==> config.mk <==
export PLATFORM = sky130hd
export DESIGN_NAME = json_token_lexer_top
export DESIGN_NICKNAME = d
export VERILOG_FILES = /design/src/rtl/jtl_pkg.sv /design/src/rtl/jtl_lexer.sv /design/src/rtl/json_token_lexer_top.sv
export VERILOG_INCLUDE_DIRS = /design/src /design/src/rtl
export SDC_FILE = /design/constraint.sdc
export NUM_CORES = 1
export LEC_CHECK = 0
export ABC_AREA = 1
export BUFFER_PORTS_ARGS = -buffer_cell sky130_fd_sc_hd__clkbuf_2
export CORE_ASPECT_RATIO = 0.6
export CORE_MARGIN = 5
export CORE_UTILIZATION = 55
export CTS_CLUSTER_DIAMETER = 100
export DETAILED_ROUTE_END_ITERATION = 8
export PLACE_DENSITY_LB_ADDON = 0.25
export SLEW_MARGIN = 20
export SYNTH_ARGS = -nofsm -noshare
export SYNTH_HDL_FRONTEND = slang
export SYNTH_HIERARCHICAL = 1
export SYNTH_SLANG_ARGS = --single-unit
==> constraint.sdc <==
create_clock -name clk -period 6.6 [get_ports clk]
set_input_delay 0.66 -clock clk [delete_from_list [all_inputs] [get_ports clk]]
set_output_delay 0.66 -clock clk [all_outputs]
set_load 0.005 [all_outputs]
==> src/rtl/json_token_lexer_top_macros.svh <==
// assertion macros for the json token lexer
// each use samples on clk and is disabled while rst_n is low
`ifndef JSON_TOKEN_LEXER_TOP_MACROS_SVH
`define JSON_TOKEN_LEXER_TOP_MACROS_SVH

`ifndef ASSERT_OFF

`define JTL_ASSERT(lbl, cond, msg) \
  lbl: assert property (@(posedge clk) disable iff (!rst_n) (cond)) else $error(msg);

`define JTL_ASSERT_IMP(lbl, pre, post, msg) \
  lbl: assert property (@(posedge clk) disable iff (!rst_n) (pre) |-> (post)) else $error(msg);

`define JTL_ASSERT_NXT(lbl, pre, post, msg) \
  lbl: assert property (@(posedge clk) disable iff (!rst_n) (pre) |=> (post)) else $error(msg);

`else

`define JTL_ASSERT(lbl, cond, msg)

`define JTL_ASSERT_IMP(lbl, pre, post, msg)

`define JTL_ASSERT_NXT(lbl, pre, post, msg)

`endif

`endif

==> src/rtl/jtl_pkg.sv <==
package jtl_pkg;

  typedef enum logic [2:0] {
    MODE_IDLE = 3'd0,
    MODE_TEXT = 3'd1,
    MODE_ESC  = 3'd2,
    MODE_BARE = 3'd3,
    MODE_SKIP = 3'd4
  } lex_mode_t;

  // token kinds
  localparam logic [2:0] KIND_SYMBOL = 3'd0;
  localparam logic [2:0] KIND_TEXT   = 3'd1;
  localparam logic [2:0] KIND_NULL   = 3'd2;
  localparam logic [2:0] KIND_BOOL   = 3'd3;
  localparam logic [2:0] KIND_NUMBER = 3'd4;

  // error codes
  localparam logic [1:0] ERR_NONE   = 2'd0;
  localparam logic [1:0] ERR_ESCAPE = 2'd1;
  localparam logic [1:0] ERR_BARE   = 2'd2;
  localparam logic [1:0] ERR_UNTERM = 2'd3;

  // number recognizer states
  localparam logic [2:0] NUM_START    = 3'd0;
  localparam logic [2:0] NUM_SIGN     = 3'd1;
  localparam logic [2:0] NUM_INT      = 3'd2;
  localparam logic [2:0] NUM_INT_DOT  = 3'd3;
  localparam logic [2:0] NUM_INT_FRAC = 3'd4;
  localparam logic [2:0] NUM_DOT      = 3'd5;
  localparam logic [2:0] NUM_DOT_FRAC = 3'd6;
  localparam logic [2:0] NUM_DEAD     = 3'd7;

  // keyword candidate bits
  localparam int KW_NULL  = 0;
  localparam int KW_FALSE = 1;
  localparam int KW_TRUE  = 2;
  localparam int KW_NUM   = 3;

  // characters
  localparam logic [7:0] CH_TAB    = 8'h09;
  localparam logic [7:0] CH_CR     = 8'h0D;
  localparam logic [7:0] CH_SPACE  = 8'h20;
  localparam logic [7:0] CH_QUOTE  = 8'h22;
  localparam logic [7:0] CH_PLUS   = 8'h2B;
  localparam logic [7:0] CH_COMMA  = 8'h2C;
  localparam logic [7:0] CH_MINUS  = 8'h2D;
  localparam logic [7:0] CH_DOT    = 8'h2E;
  localparam logic [7:0] CH_SLASH  = 8'h2F;
  localparam logic [7:0] CH_ZERO   = 8'h30;
  localparam logic [7:0] CH_NINE   = 8'h39;
  localparam logic [7:0] CH_COLON  = 8'h3A;
  localparam logic [7:0] CH_LBRACK = 8'h5B;
  localparam logic [7:0] CH_BSLASH = 8'h5C;
  localparam logic [7:0] CH_RBRACK = 8'h5D;
  localparam logic [7:0] CH_A      = 8'h61;
  localparam logic [7:0] CH_B      = 8'h62;
  localparam logic [7:0] CH_E      = 8'h65;
  localparam logic [7:0] CH_F      = 8'h66;
  localparam logic [7:0] CH_L      = 8'h6C;
  localparam logic [7:0] CH_N      = 8'h6E;
  localparam logic [7:0] CH_R      = 8'h72;
  localparam logic [7:0] CH_S      = 8'h73;
  localparam logic [7:0] CH_T      = 8'h74;
  localparam logic [7:0] CH_U      = 8'h75;
  localparam logic [7:0] CH_LBRACE = 8'h7B;
  localparam logic [7:0] CH_RBRACE = 8'h7D;

  // result queue depth, power of two, at least two
  localparam int RESQ_DEPTH = 4;

  typedef struct packed {
    logic [7:0] token_char;
    logic       has_char;
    logic       starts_token;
    logic       ends_token;
    logic [2:0] kind;
    logic [1:0] error;
    logic       last;
  } result_t;

  function automatic logic is_space(input logic [7:0] c);
    return (c == CH_SPACE) || (c >= CH_TAB && c <= CH_CR);
  endfunction

  function automatic logic is_symbol(input logic [7:0] c);
    return (c == CH_LBRACE) || (c == CH_RBRACE) || (c == CH_LBRACK) ||
           (c == CH_RBRACK) || (c == CH_COMMA) || (c == CH_COLON);
  endfunction

  function automatic logic is_escape(input logic [7:0] c);
    return (c == CH_QUOTE) || (c == CH_BSLASH) || (c == CH_SLASH) || (c == CH_B) ||
           (c == CH_F) || (c == CH_N) || (c == CH_R) || (c == CH_T);
  endfunction

  function automatic logic [2:0] num_next(input logic [2:0] s, input logic [7:0] c);
    logic [2:0] r;
    r = NUM_DEAD;
    if (c >= CH_ZERO && c <= CH_NINE) begin
      if (s <= NUM_INT) r = NUM_INT;
      else if (s == NUM_INT_DOT || s == NUM_INT_FRAC) r = NUM_INT_FRAC;
      else if (s == NUM_DOT || s == NUM_DOT_FRAC) r = NUM_DOT_FRAC;
    end else if (c == CH_PLUS || c == CH_MINUS) begin
      if (s == NUM_START) r = NUM_SIGN;
    end else if (c == CH_DOT) begin
      if (s <= NUM_SIGN) r = NUM_DOT;
      else if (s == NUM_INT) r = NUM_INT_DOT;
    end
    return r;
  endfunction

  function automatic logic num_accept(input logic [2:0] s);
    return (s == NUM_INT) || (s == NUM_INT_DOT) || (s == NUM_INT_FRAC) ||
           (s == NUM_DOT_FRAC);
  endfunction

  function automatic logic [2:0] kw_len(input int k);
    return (k == KW_FALSE) ? 3'd5 : 3'd4;
  endfunction

  // keyword byte at a position, zero past the end
  function automatic logic [7:0] kw_char(input int k, input logic [2:0] pos);
    logic [7:0] r;
    r = 8'h00;
    if (k == KW_NULL) begin
      unique case (pos)
        3'd0:    r = CH_N;
        3'd1:    r = CH_U;
        3'd2:    r = CH_L;
        3'd3:    r = CH_L;
        default: r = 8'h00;
      endcase
    end else if (k == KW_FALSE) begin
      unique case (pos)
        3'd0:    r = CH_F;
        3'd1:    r = CH_A;
        3'd2:    r = CH_L;
        3'd3:    r = CH_S;
        3'd4:    r = CH_E;
        default: r = 8'h00;
      endcase
    end else begin
      unique case (pos)
        3'd0:    r = CH_T;
        3'd1:    r = CH_R;
        3'd2:    r = CH_U;
        3'd3:    r = CH_E;
        default: r = 8'h00;
      endcase
    end
    return r;
  endfunction

endpackage

==> src/rtl/jtl_lexer.sv <==
module jtl_lexer (
  input  logic              clk,
  input  logic              rst_n,
  input  logic              step_i,
  input  logic [7:0]        ch_i,
  input  logic              eol_i,
  output jtl_pkg::result_t  res0_o,
  output jtl_pkg::result_t  res1_o,
  output logic [1:0]        n_res_o
);

  jtl_pkg::lex_mode_t mode_r, mode_nxt;
  logic [2:0] dfa_r, dfa_nxt;
  logic [2:0] km_r, km_nxt;
  logic [2:0] pos_r, pos_nxt;
  logic       ts_r, ts_nxt;

  // state after taking ch_i as a bare byte
  logic       in_bare;
  logic [2:0] base_dfa, base_km, base_pos;
  logic [2:0] bb_dfa, bb_km, bb_pos;
  logic [2:0] bare_kind;
  logic       bare_ok;

  function automatic jtl_pkg::result_t mk_res(input logic [7:0] c, input logic has,
                                              input logic st, input logic en,
                                              input logic [2:0] kind,
                                              input logic [1:0] err);
    jtl_pkg::result_t r;
    r.token_char   = has ? c : 8'h00;
    r.has_char     = has;
    r.starts_token = st;
    r.ends_token   = en;
    r.kind         = kind;
    r.error        = err;
    r.last         = 1'b0;
    return r;
  endfunction

  always_comb begin
    in_bare  = (mode_r == jtl_pkg::MODE_BARE);
    base_dfa = in_bare ? (ts_r ? jtl_pkg::NUM_DEAD : dfa_r) : jtl_pkg::NUM_START;
    base_km  = in_bare ? (ts_r ? 3'b000 : km_r) : 3'b111;
    base_pos = in_bare ? pos_r : 3'd0;
    bb_dfa   = jtl_pkg::num_next(base_dfa, ch_i);
    bb_km    = base_km;
    for (int k = 0; k < jtl_pkg::KW_NUM; k++) begin
      if (base_pos >= jtl_pkg::kw_len(k) || jtl_pkg::kw_char(k, base_pos) != ch_i)
        bb_km[k] = 1'b0;
    end
    bb_pos   = (base_pos < 3'd7) ? base_pos + 3'd1 : base_pos;
  end

  // kind of the bare token held in state
  always_comb begin
    bare_ok = 1'b1;
    if (km_r[jtl_pkg::KW_NULL] && pos_r == 3'd4) begin
      bare_kind = jtl_pkg::KIND_NULL;
    end else if ((km_r[jtl_pkg::KW_FALSE] && pos_r == 3'd5) ||
                 (km_r[jtl_pkg::KW_TRUE] && pos_r == 3'd4)) begin
      bare_kind = jtl_pkg::KIND_BOOL;
    end else if (jtl_pkg::num_accept(dfa_r)) begin
      bare_kind = jtl_pkg::KIND_NUMBER;
    end else begin
      bare_kind = jtl_pkg::KIND_SYMBOL;
      bare_ok   = 1'b0;
    end
  end

  always_comb begin
    mode_nxt = mode_r;
    dfa_nxt  = dfa_r;
    km_nxt   = km_r;
    pos_nxt  = pos_r;
    ts_nxt   = ts_r;
    res0_o   = '0;
    res1_o   = '0;
    n_res_o  = 2'd0;
    unique case (mode_r)
      jtl_pkg::MODE_TEXT, jtl_pkg::MODE_ESC: begin
        if (eol_i) begin
          res0_o   = mk_res(8'h00, 1'b0, 1'b0, 1'b1, jtl_pkg::KIND_SYMBOL,
                            (mode_r == jtl_pkg::MODE_ESC) ? jtl_pkg::ERR_ESCAPE
                                                          : jtl_pkg::ERR_UNTERM);
          n_res_o  = 2'd1;
          mode_nxt = jtl_pkg::MODE_IDLE;
        end else if (mode_r == jtl_pkg::MODE_ESC) begin
          n_res_o = 2'd1;
          if (jtl_pkg::is_escape(ch_i)) begin
            res0_o   = mk_res(ch_i, 1'b1, 1'b0, 1'b0, jtl_pkg::KIND_SYMBOL,
                              jtl_pkg::ERR_NONE);
            mode_nxt = jtl_pkg::MODE_TEXT;
          end else begin
            res0_o   = mk_res(8'h00, 1'b0, 1'b0, 1'b1, jtl_pkg::KIND_SYMBOL,
                              jtl_pkg::ERR_ESCAPE);
            mode_nxt = jtl_pkg::MODE_SKIP;
          end
        end else if (ch_i == jtl_pkg::CH_QUOTE) begin
          res0_o   = mk_res(ch_i, 1'b1, 1'b0, 1'b1, jtl_pkg::KIND_TEXT, jtl_pkg::ERR_NONE);
          n_res_o  = 2'd1;
          mode_nxt = jtl_pkg::MODE_IDLE;
        end else begin
          res0_o  = mk_res(ch_i, 1'b1, 1'b0, 1'b0, jtl_pkg::KIND_SYMBOL, jtl_pkg::ERR_NONE);
          n_res_o = 2'd1;
          if (ch_i == jtl_pkg::CH_BSLASH) mode_nxt = jtl_pkg::MODE_ESC;
        end
      end
      jtl_pkg::MODE_BARE: begin
        if (eol_i || jtl_pkg::is_symbol(ch_i)) begin
          n_res_o = 2'd1;
          if (!bare_ok) begin
            res0_o   = mk_res(8'h00, 1'b0, 1'b0, 1'b1, jtl_pkg::KIND_SYMBOL,
                              jtl_pkg::ERR_BARE);
            mode_nxt = eol_i ? jtl_pkg::MODE_IDLE : jtl_pkg::MODE_SKIP;
          end else begin
            res0_o   = mk_res(8'h00, 1'b0, 1'b0, 1'b1, bare_kind, jtl_pkg::ERR_NONE);
            mode_nxt = jtl_pkg::MODE_IDLE;
            if (!eol_i) begin
              // the closing symbol is a token of its own
              res1_o  = mk_res(ch_i, 1'b1, 1'b1, 1'b1, jtl_pkg::KIND_SYMBOL,
                               jtl_pkg::ERR_NONE);
              n_res_o = 2'd2;
            end
          end
        end else if (jtl_pkg::is_space(ch_i)) begin
          ts_nxt = 1'b1;
        end else begin
          dfa_nxt = bb_dfa;
          km_nxt  = bb_km;
          pos_nxt = bb_pos;
          ts_nxt  = 1'b0;
          res0_o  = mk_res(ch_i, 1'b1, 1'b0, 1'b0, jtl_pkg::KIND_SYMBOL, jtl_pkg::ERR_NONE);
          n_res_o = 2'd1;
        end
      end
      jtl_pkg::MODE_SKIP: begin
        if (eol_i) mode_nxt = jtl_pkg::MODE_IDLE;
      end
      default: begin
        // idle, and any code without meaning
        if (eol_i) begin
          mode_nxt = jtl_pkg::MODE_IDLE;
        end else if (jtl_pkg::is_space(ch_i)) begin
          mode_nxt = mode_r;
        end else if (jtl_pkg::is_symbol(ch_i)) begin
          res0_o  = mk_res(ch_i, 1'b1, 1'b1, 1'b1, jtl_pkg::KIND_SYMBOL, jtl_pkg::ERR_NONE);
          n_res_o = 2'd1;
        end else if (ch_i == jtl_pkg::CH_QUOTE) begin
          res0_o   = mk_res(ch_i, 1'b1, 1'b1, 1'b0, jtl_pkg::KIND_SYMBOL, jtl_pkg::ERR_NONE);
          n_res_o  = 2'd1;
          mode_nxt = jtl_pkg::MODE_TEXT;
        end else begin
          res0_o   = mk_res(ch_i, 1'b1, 1'b1, 1'b0, jtl_pkg::KIND_SYMBOL, jtl_pkg::ERR_NONE);
          n_res_o  = 2'd1;
          mode_nxt = jtl_pkg::MODE_BARE;
          dfa_nxt  = bb_dfa;
          km_nxt   = bb_km;
          pos_nxt  = bb_pos;
          ts_nxt   = 1'b0;
        end
      end
    endcase
    // the recognizers are cleared whenever the next mode is not bare
    if (mode_nxt != jtl_pkg::MODE_BARE) begin
      dfa_nxt = jtl_pkg::NUM_START;
      km_nxt  = 3'b111;
      pos_nxt = 3'd0;
      ts_nxt  = 1'b0;
    end
    if (n_res_o == 2'd2) res1_o.last = 1'b1;
    else if (n_res_o == 2'd1) res0_o.last = 1'b1;
  end

  always_ff @(posedge clk) begin
    if (!rst_n) begin
      mode_r <= jtl_pkg::MODE_IDLE;
      dfa_r  <= jtl_pkg::NUM_START;
      km_r   <= 3'b111;
      pos_r  <= 3'd0;
      ts_r   <= 1'b0;
    end else if (step_i) begin
      mode_r <= mode_nxt;
      dfa_r  <= dfa_nxt;
      km_r   <= km_nxt;
      pos_r  <= pos_nxt;
      ts_r   <= ts_nxt;
    end
  end

endmodule

==> src/rtl/json_token_lexer_top.sv <==
// channel  dir  handshake           payload
// in_      in   in_tvalid/tready    in_tdata = byte, in_tlast = line end
// out_     out  out_tvalid/tready   out_tdata = token char, out_tuser = marks, out_tlast
//
// one byte per cycle while the queue has room: an item waits in the input register,
// then the lexer step moves it into a four-entry result queue
// an item that makes two results (bare token closed by a symbol) takes two queue
// entries; the input side keeps going while the queue has two free entries
// reset (rst_n low, synchronous) empties both stages and puts the lexer between tokens
// a stall on out_tready fills the queue and then holds the input register
`include "json_token_lexer_top_macros.svh"

module json_token_lexer_top (
  input  logic       clk,
  input  logic       rst_n,
  input  logic       in_tvalid,
  output logic       in_tready,
  input  logic [7:0] in_tdata,   // [7:0] ch
  input  logic       in_tlast,   // end_of_line
  output logic       out_tvalid,
  input  logic       out_tready,
  output logic [7:0] out_tdata,  // [7:0] token_char
  output logic [7:0] out_tuser,  // [0] has_char, [1] starts_token, [2] ends_token,
                                 // [5:3] kind, [7:6] error
  output logic       out_tlast   // last result of this input transfer
);

  localparam int Depth = jtl_pkg::RESQ_DEPTH;
  localparam int PtrW  = $clog2(Depth);
  localparam int CntW  = $clog2(Depth + 1);

  // input register
  logic       in_vld_r, in_vld_nxt;
  logic [7:0] in_ch_r;
  logic       in_eol_r;
  logic       in_fire;

  // lexer step
  logic             step;
  jtl_pkg::result_t res0, res1;
  logic [1:0]       n_res;

  // result queue
  jtl_pkg::result_t resq_r [Depth];
  logic [PtrW-1:0]  wr_ptr_r, wr_ptr_nxt;
  logic [PtrW-1:0]  rd_ptr_r, rd_ptr_nxt;
  logic [CntW-1:0]  cnt_r, cnt_nxt;
  logic             pop;
  jtl_pkg::result_t head;

  // the lexer advances only when both results of the item would fit
  assign step      = in_vld_r && (cnt_r <= CntW'(Depth - 2));
  assign in_tready = !in_vld_r || step;
  assign in_fire   = in_tvalid && in_tready;
  assign in_vld_nxt = in_fire ? 1'b1 : (step ? 1'b0 : in_vld_r);

  always_ff @(posedge clk) begin
    if (!rst_n) begin
      in_vld_r <= 1'b0;
    end else begin
      in_vld_r <= in_vld_nxt;
    end
  end

  always_ff @(posedge clk) begin
    if (in_fire) begin
      in_ch_r  <= in_tdata;
      in_eol_r <= in_tlast;
    end
  end

  jtl_lexer u_lexer (
    .clk     (clk),
    .rst_n   (rst_n),
    .step_i  (step),
    .ch_i    (in_ch_r),
    .eol_i   (in_eol_r),
    .res0_o  (res0),
    .res1_o  (res1),
    .n_res_o (n_res)
  );

  // result queue, up to two writes and one read per cycle
  assign head       = resq_r[rd_ptr_r];
  assign out_tvalid = (cnt_r != '0);
  assign pop        = out_tvalid && out_tready;
  assign out_tdata  = head.token_char;
  assign out_tuser  = {head.error, head.kind, head.ends_token, head.starts_token,
                       head.has_char};
  assign out_tlast  = head.last;

  always_comb begin
    wr_ptr_nxt = wr_ptr_r;
    cnt_nxt    = cnt_r - CntW'(pop);
    rd_ptr_nxt = rd_ptr_r + PtrW'(pop);
    if (step) begin
      wr_ptr_nxt = wr_ptr_r + PtrW'(n_res);
      cnt_nxt    = cnt_r + CntW'(n_res) - CntW'(pop);
    end
  end

  always_ff @(posedge clk) begin
    if (step && n_res != 2'd0) resq_r[wr_ptr_r] <= res0;
    if (step && n_res == 2'd2) resq_r[wr_ptr_r + PtrW'(1)] <= res1;
  end

  always_ff @(posedge clk) begin
    if (!rst_n) begin
      wr_ptr_r <= '0;
      rd_ptr_r <= '0;
      cnt_r    <= '0;
    end else begin
      wr_ptr_r <= wr_ptr_nxt;
      rd_ptr_r <= rd_ptr_nxt;
      cnt_r    <= cnt_nxt;
    end
  end

  `JTL_ASSERT(a_resq_no_overflow, cnt_r <= CntW'(Depth), "result queue overflow")
  `JTL_ASSERT_IMP(a_step_has_room, step, cnt_r <= CntW'(Depth - 2), "step without room")
  `JTL_ASSERT_IMP(a_err_ends_token, out_tvalid && out_tuser[7:6] != jtl_pkg::ERR_NONE,
                  out_tuser[2], "error result does not end a token")
  `JTL_ASSERT_IMP(a_nochar_zero, out_tvalid && !out_tuser[0], out_tdata == 8'h00,
                  "token char set without has_char")
  `JTL_ASSERT_NXT(a_hold_stalled_item, in_vld_r && !step,
                  in_vld_r && $stable(in_ch_r) && $stable(in_eol_r),
                  "stalled input item lost")

endmodule

Word-level counts from Yosys, hierarchy flattened. Memory sizes are Yosys's and may differ from the RTL's. A register that Yosys moved wholly into a read port is not among the register bits. Index checks and enable logic that the tools add are counted.

Bits in registers: 30. Memory bits (writable): 68. Memories: 1.

Add/subtract/negate cells: 7. $lt $le $gt $ge: 10. Equal/unequal tests: 50. Mux-type cells: 106. Reduce and logical (&&, ||, !) cells: 46.

Memory list: resq_r (words 4, width 17, rd ports 1, clocked after Yosys merged registers in 1, wr ports 2, RTL line json_token_lexer_top.sv:44) `jtl_pkg::result_t resq_r [Depth];`.

Operators by type and width (count): 17-bit two-way mux (11); 3-bit two-way mux (51); 8-bit by 7-bit equality test with 1-bit output (second input constant) (10); 8-bit by 6-bit equality test with 1-bit output (second input constant) (8); 17-bit one-hot mux with 3 select lines (1); 7-bit one-hot mux with 5 select lines (1); 7-bit one-hot mux with 4 select lines (1); 3-bit equality test (second input constant) (9); 1-bit logical OR (25); 3-bit by 2-bit equality test with 1-bit output (second input constant) (8); 1-bit two-way mux (24); 7-bit by 8-bit inequality test with 1-bit output (3); 7-bit one-hot mux with 3 select lines (1); 3-bit one-hot mux with 2 select lines (3); 2-bit two-way mux (7); 7-bit two-way mux (2); 7-bit AND reduction (2); 3-bit by 2-bit inequality test with 1-bit output (second input constant) (4); 1-bit logical AND (10); 3-bit one-hot mux with 3 select lines (1); 8-bit by 4-bit greater-or-equal comparator with 1-bit output (second input constant) (1); 8-bit by 6-bit greater-or-equal comparator with 1-bit output (second input constant) (1); 8-bit by 4-bit less-or-equal comparator with 1-bit output (second input constant) (1); 8-bit by 6-bit less-or-equal comparator with 1-bit output (second input constant) (1); other kinds (26) (33).

Depth between registers and ports, before layout. Gate-level depths: netlist (run 1).

Depth in word-level cells: 15. Gate-level depth with buffers: 18. Mapped depth without buffers: 17.

Modules after synthesis. The synthesis (run 1) kept the hierarchy.

By module, submodules not included: json_token_lexer_top (instances 1, cells an instance 426, area each 4252.8 um^2); jtl_lexer (instances 1, cells an instance 370, area each 2024.4 um^2).

Least setup slack after synthesis (run 1). Ideal clock, no wire load.

Kind: register to register. Start point: register in_ch_r[7]. End point: memory resq_r[1][0] (netlist name), enable pin. Setup time: 0.373 ns. Data arrival time: 2.564 ns. Required time: 6.227 ns. Path slack: 3.662 ns. Cell stages (with the launch flop): 13. Cell sequence: edfxtp_1 nor2_2 inv_2 nor2_4 nand3_1 nand2_4 inv_4 o21ai_0 o211ai_1 nor2_4 nand4_4 buf_6 nand2_1.

RTL lines: from (decl) (RTL line json_token_lexer_top.sv:34) `logic [7:0] in_ch_r;`; from (signal assigned) (RTL line json_token_lexer_top.sv:67) `in_ch_r <= in_tdata;`; to (decl) (RTL line json_token_lexer_top.sv:44).

==> flow_summary.ini, run 1 <==
[status]
outcome = finished clean

[logic_synthesis]
yosys.area.top_type = edfxtp_1
yosys_warnings = 6
postSynthCellCount = 796
synth_area_per_cell_sq_um = 7.89
synth_edf_count = 77
ys_seq_area_share_pct = 43.5
syn_area_sq_um = 6280
ys_types = 47
ys_seq_elements = 98
synth_top_area_share_pct = 36.8
ys_top_cells_by_area = edfxtp_1 37%, nand2_1 11%, dfxtp_1 6.7%, nor2_1 6.3%, o21ai_1 5.0%
async_flop_share_pct = 0
synth_ff_type = edfxtp_1

[floorplan]
die_y_um = 92.8
fp.dieArea_sq_um = 13700
core_area_sq_um = 11200
rows = 30
start_util_pct = 55.9
die_w_um = 148
num_io_pins = 32

[detailed_routing]
routed-via-count = 5491
wl_per_cell_um = 17.0
drtPass1Iterations = 5
routed_wirelength_mm = 16.2
route.detailed.drc = 0
ant_nets = 0
drt_iter0_drc = 849
viasPerCell = 5.75

[worst_hold_path]
min_to = u_lexer/km_r[1]
hold_depth = 2
hold_class = flop to flop
worstHoldStart = u_lexer/km_r[1]

[sta]
fin_worst_skew_ps = 7.53
setup_violations = 0
min_period_ps = 3960
hold_slack_ps = 467
final.setup.tns_ps = 0
maxSlewViolCount = 0
slew_headroom_pct = 26.1
worst_pin_slew_ps = 1100
report.final.hold_viol_count = 0
max_freq_mhz = 253
rsz0062_at_grt = no
layout_worst_path_cycle_share_pct = 59.9

[grt]
use_met1_pct = 37.3
gr-total-overflow = 0
grt_max_degree = 37
met3_usage_pct = 8.36
use_met2_pct = 33.2
grt_use_total_pct = 24.6
grt_pass1_vias = 5036
busiest_layer = met1
antenna_found_initial = 0
grt_pass1_wl_mm = 26.7

[worst_setup_path]
critPathLaunchType = flop
reg2reg_slack_ps = 2640
r2r-start = in_ch_r[1]
path_max_fanout = 35
reg2reg_to = resq_r[1][1]
cp-end-kind = flop
required_ps = 6570
ff2ff_path_depth = 14
path_class = flop to flop
cp.arrival_ps = 3920

[power_and_ir_drop]
p_per_area_nw_per_um2 = 321
p_comb_share_pct = 32.9
switchingPower_uw = 774
p_leak_uw = 0.00267
netSwitchingFraction_pct = 36.1
pwr-share-clk_pct = 28.2
irDropWorstVdd_v = 0.000129
power.internal_uw = 1370
seqPwrFrac_pct = 38.9

[cts]
clock_latency_ps = 350
clockBufferDepth = 2
cts_tree = yes
htree_num_levels = 3
cts.sinks = 98
path_clk_slew_ps = 70
cts_made_buffers = 9
post_cts_resized = 0
cts_hold_buf = 0
post_cts_buffers = 0
cts-root-buf = clkbuf_16

[cells_and_area]
final_area_sq_um = 6690
final_util_pct = 59.6
nets = 832
final_cells = 955
fillCellCount = 982
layout_common_cells = 178 x nand2_1, 105 x nor2_1, 80 x inv_1
final_common_cell = nand2_1
num_antenna_cells = 0
areaGrowthSynthToFinish_pct = 6.60
drive_gt1_share_pct = 13.1

[job]
drv_cap = 0

[placement]
dp.cells = 939
port_buffers = 31
placed_area_sq_um = 6350
gp_congestion = 0.989
dp_hpwl_mm = 12.2
[power groups by stage]
stage,Sequential (uW),Clock [uW],Combinational (uW)
2_1_floorplan,790,0,527
3_3_place_gp,842,0,689
4_1_cts,833,609,698
6_report,835,604,706
5_1_grt,845,637,807
3_5_place_dp,846,0,694
[metal layers]
layer  up-vias  part of all wire [%]
li1       2671                     -
met1      2488                    46
met2       309                    39
met3        23                    13
met4         0                   1.8
met5         -                     0
[how the worst max path moves through the flow]
stage,start,to
after floorplan,in_ch_r[7],resq_r[1][0]
final,in_ch_r[1],resq_r[1][1]
after detailed placement,in_ch_r[1],resq_r[1][2]
after global routing,in_ch_r[1],resq_r[1][1]
after CTS,in_ch_r[1],resq_r[1][1]
after global placement,in_ch_r[1],resq_r[1][1]
[registers in the layout, indices dropped and copies added (netlist names), 2 cells and up]
| name | flops |
|---|---|
| resq_r | 68 |
| in_ch_r | 8 |
| cnt_r | 3 |
| u_lexer/dfa_r | 3 |
| u_lexer/km_r | 3 |
| u_lexer/mode_r | 3 |
| u_lexer/pos_r | 3 |
| rd_ptr_r | 2 |
| wr_ptr_r | 2 |
[metrics by stage]
step	power, uW	setup WS (ps)
after CTS	2140	2680
after detailed placement	1540	2700
after global placement	1530	2890
after floorplan	1320	3660
after global routing	2290	2280
final	2150	2640
[worst max-delay path: stages (launching register included)]
cell	delay, ps
edfxtp_1	600
inv_2	110
nor2_1	250
nand2_1	110
inv_1	60
nand2_1	60
nand2_1	100
nor2_4	60
nor3_2	180
inv_1	110
nor2_1	170
inv_1	140
nor2_4	240
nand4_4	500
nand2_1	870
[synthesized netlist by cell type (5+ instances only)]
library cell,n
nand2_1,178
nor2_1,105
inv_1,80
edfxtp_1,77
o21ai_1,63
o21ai_0,51
nand3_1,38
dfxtp_1,21
a21oi_1,17
o22ai_1,17
buf_6,15
ha_1,12
inv_2,11
nand2_2,11
o21ai_2,11
clkbuf_1,10
nand4_1,10
buf_4,8
o211ai_1,5
xor2_1,5
[cells by family (layout without fill, tap and decap cells)]
kind of cell               Yosys count  in the layout  synth area share, %
xor gates and xnor gates             8              8                 1.12
AOI/OAI and AO/OA                  173            173                 15.5
buffers and inverters              131            141                 10.2
adders and majority gates           13             13                 2.71
and+or+nand+nor                    372            372                 26.8
other                                1              6               0.0597
DFF                                 98             98                 43.5
[final cells by class]
class                           instances  area, sq um  area share [%]
Clock buffer                           10          229            3.42
Sequential cell                        98         2730            40.9
Timing Repair Buffer                   32          163            2.43
Clock inverter                          6          113            1.68
Inverter                               93          353            5.27
Tap cell                              144          180            2.69
Multi-Input combinational cell        572         2920            43.6
No activity file was read; power rests on OpenSTA's default activity.
==> run 2, diff against run 1 <==
Clock period 6.6 ns to 4.1 ns, I/O delays scaled along.
==> run 2 against run 1 <==
Effect of this change: sequential cell count is the same; die area is the same; combinational power grew 71%; hold slack lost 230 ps; via count grew 0.69%; sequential share of layout area is essentially flat; clock power grew 40%; clock skew is essentially flat; critical path depth shrank 2; register-to-register slack lost 2000 ps; cell area is essentially flat; critical path type unchanged; highest routed layer unchanged.
==> flow_summary.ini, run 2 (synthesis results as in run 1) <==
[status]
outcome = finished clean

[cts]
cts_tree = yes
post_cts_resized = 0
htree_num_levels = 3
post_cts_buffers = 0
path_clk_slew_ps = 70
clockBufferDepth = 2
cts_hold_buf = 0
cts-root-buf = clkbuf_16
cts_made_buffers = 9
cts.sinks = 98
clock_latency_ps = 350

[floorplan]
start_util_pct = 55.9
die_y_um = 92.8
num_io_pins = 32
rows = 30
core_area_sq_um = 11200
fp.dieArea_sq_um = 13700
die_w_um = 148

[grt]
grt_use_total_pct = 24.9
grt_pass1_vias = 5000
antenna_found_initial = 0
gr-total-overflow = 0
grt_pass1_wl_mm = 27.0
grt_max_degree = 37

[power_and_ir_drop]
p_per_area_nw_per_um2 = 500
p_leak_uw = 0.00267
power.internal_uw = 2090
seqPwrFrac_pct = 38.6
p_total_uw = 3340
pwr-share-clk_pct = 25.3
switchingPower_uw = 1250
irDropWorstVdd_v = 0.000237
netSwitchingFraction_pct = 37.5
p_comb_share_pct = 36.1

[sta]
fin_worst_skew_ps = 7.09
worst_pin_slew_ps = 1010
layout_worst_path_cycle_share_pct = 84.8
report.final.hold_viol_count = 0
max_freq_mhz = 288
min_period_ps = 3480
final.setup.tns_ps = 0
setup_slack_ps = 623
maxSlewViolCount = 0
rsz0062_at_grt = no
slew_headroom_pct = 32.4
setup_violations = 0

[detailed_routing]
drt_iter0_drc = 756
route.detailed.drc = 0
ant_nets = 0
wl_per_cell_um = 17.0
viasPerCell = 5.76
routed_wirelength_mm = 16.3
routed-via-count = 5529
drtPass1Iterations = 5

[cells_and_area]
final_cells = 960
top_register = resq_r
drive_gt1_share_pct = 13.6
largest_reg_flops = 68
final_common_cell = nand2_1
fillCellCount = 1002
nets = 838
reg_top3 = resq_r: 68 flops, in_ch_r: 8 flops
num_antenna_cells = 0
areaGrowthSynthToFinish_pct = 6.52
layout_common_cells = 178 x nand2_1, 105 x nor2_1, 80 x inv_1

[worst_setup_path]
critPathMostFrequentCell = nor2_4
r2r-start = in_ch_r[6]
cp.arrival_ps = 3510
cp_slowest_stage_delay_ps = 470
required_ps = 4130
path_class = flop to flop
critPathBufInv = 3
path_max_fanout = 35
crit_slowest_cell = edfxtp_1
cp-end-kind = flop
critPathLaunchType = flop
crit_start = in_ch_r[6]
path_delay_family = simple AND/OR/NAND/NOR gates
worstPathCellList = nor2_2 > inv_2 > nor2_4 > nand3_1 > nand2_4 > inv_4 > o21ai_0 > o211ai_1 > nor2_4 > nand4_4 > nand2_1 > buf_4

[placement]
port_buffers = 31
dp_hpwl_mm = 12.3
gp_congestion = 0.980
place_ws_ps = 682
dp.cells = 944

[job]
drv_cap = 0

[worst_hold_path]
worstHoldStart = in_tdata[1]
hold_class = input pin to flop
run 2: cell count changes in the layout (fill, tap and decap cells not counted), sizes merged:
cell | before | now
buf | 1 | 7
clkbuf | 41 | 40
bufinv | 3 | 1
inv | 93 | 94
clkinvlp | 0 | 1
run 2: layer usage:
layer  vias up  part of all wire [%]  GRT usage [%]
met2       305                    40           34.2
li1       2679                     -              -
met5         -                     0              0
met1      2530                    49           40.1
met3        15                    11           5.57
met4         0                  0.72           4.07
run 2: cell type report:
cell class / instances / area, sq um / area share (%)
Timing Repair Buffer: 38 / 208 / 3.11
Inverter: 93 / 353 / 5.28
Clock buffer: 9 / 225 / 3.37
Sequential cell: 98 / 2730 / 40.9
Tap cell: 144 / 180 / 2.69
Multi-Input combinational cell: 572 / 2920 / 43.7
Clock inverter: 6 / 63.8 / 0.954
run 2: through the flow:
stage / utilization [%] / hold slack, ps / area (sq um)
after floorplan: - / 429 / 6300
after global placement: 56.9 / 442 / 6390
after detailed placement: 56.9 / 448 / 6390
after CTS: 59.5 / 231 / 6680
after global routing: 59.6 / 227 / 6690
final: 59.6 / 239 / 6690
run 2: worst register-to-register path: stages, from the launching register on:
cell	delay, ps
edfxtp_1	470
nor2_2	260
inv_2	80
nor2_4	170
nand3_1	140
nand2_4	150
inv_4	80
o21ai_0	240
o211ai_1	250
nor2_4	320
nand4_4	460
nand2_1	230
buf_4	290
run 2: power by group through the flow:
stage | Sequential, uW | Clock, uW | Combinational, uW
after floorplan | 1270 | 0 | 849
after global placement | 1310 | 0 | 1170
after detailed placement | 1310 | 0 | 1180
after CTS | 1290 | 859 | 1190
after global routing | 1300 | 901 | 1380
final | 1290 | 847 | 1210
run 2: worst paths after layout:
kind,to,slack [ps],cells after the start
worst min-delay path,in_ch_r[1],240,1
worst max-delay path,resq_r[0][2],620,12
worst min register to register,u_lexer/km_r[2],460,2
worst max register to register,resq_r[0][2],620,12
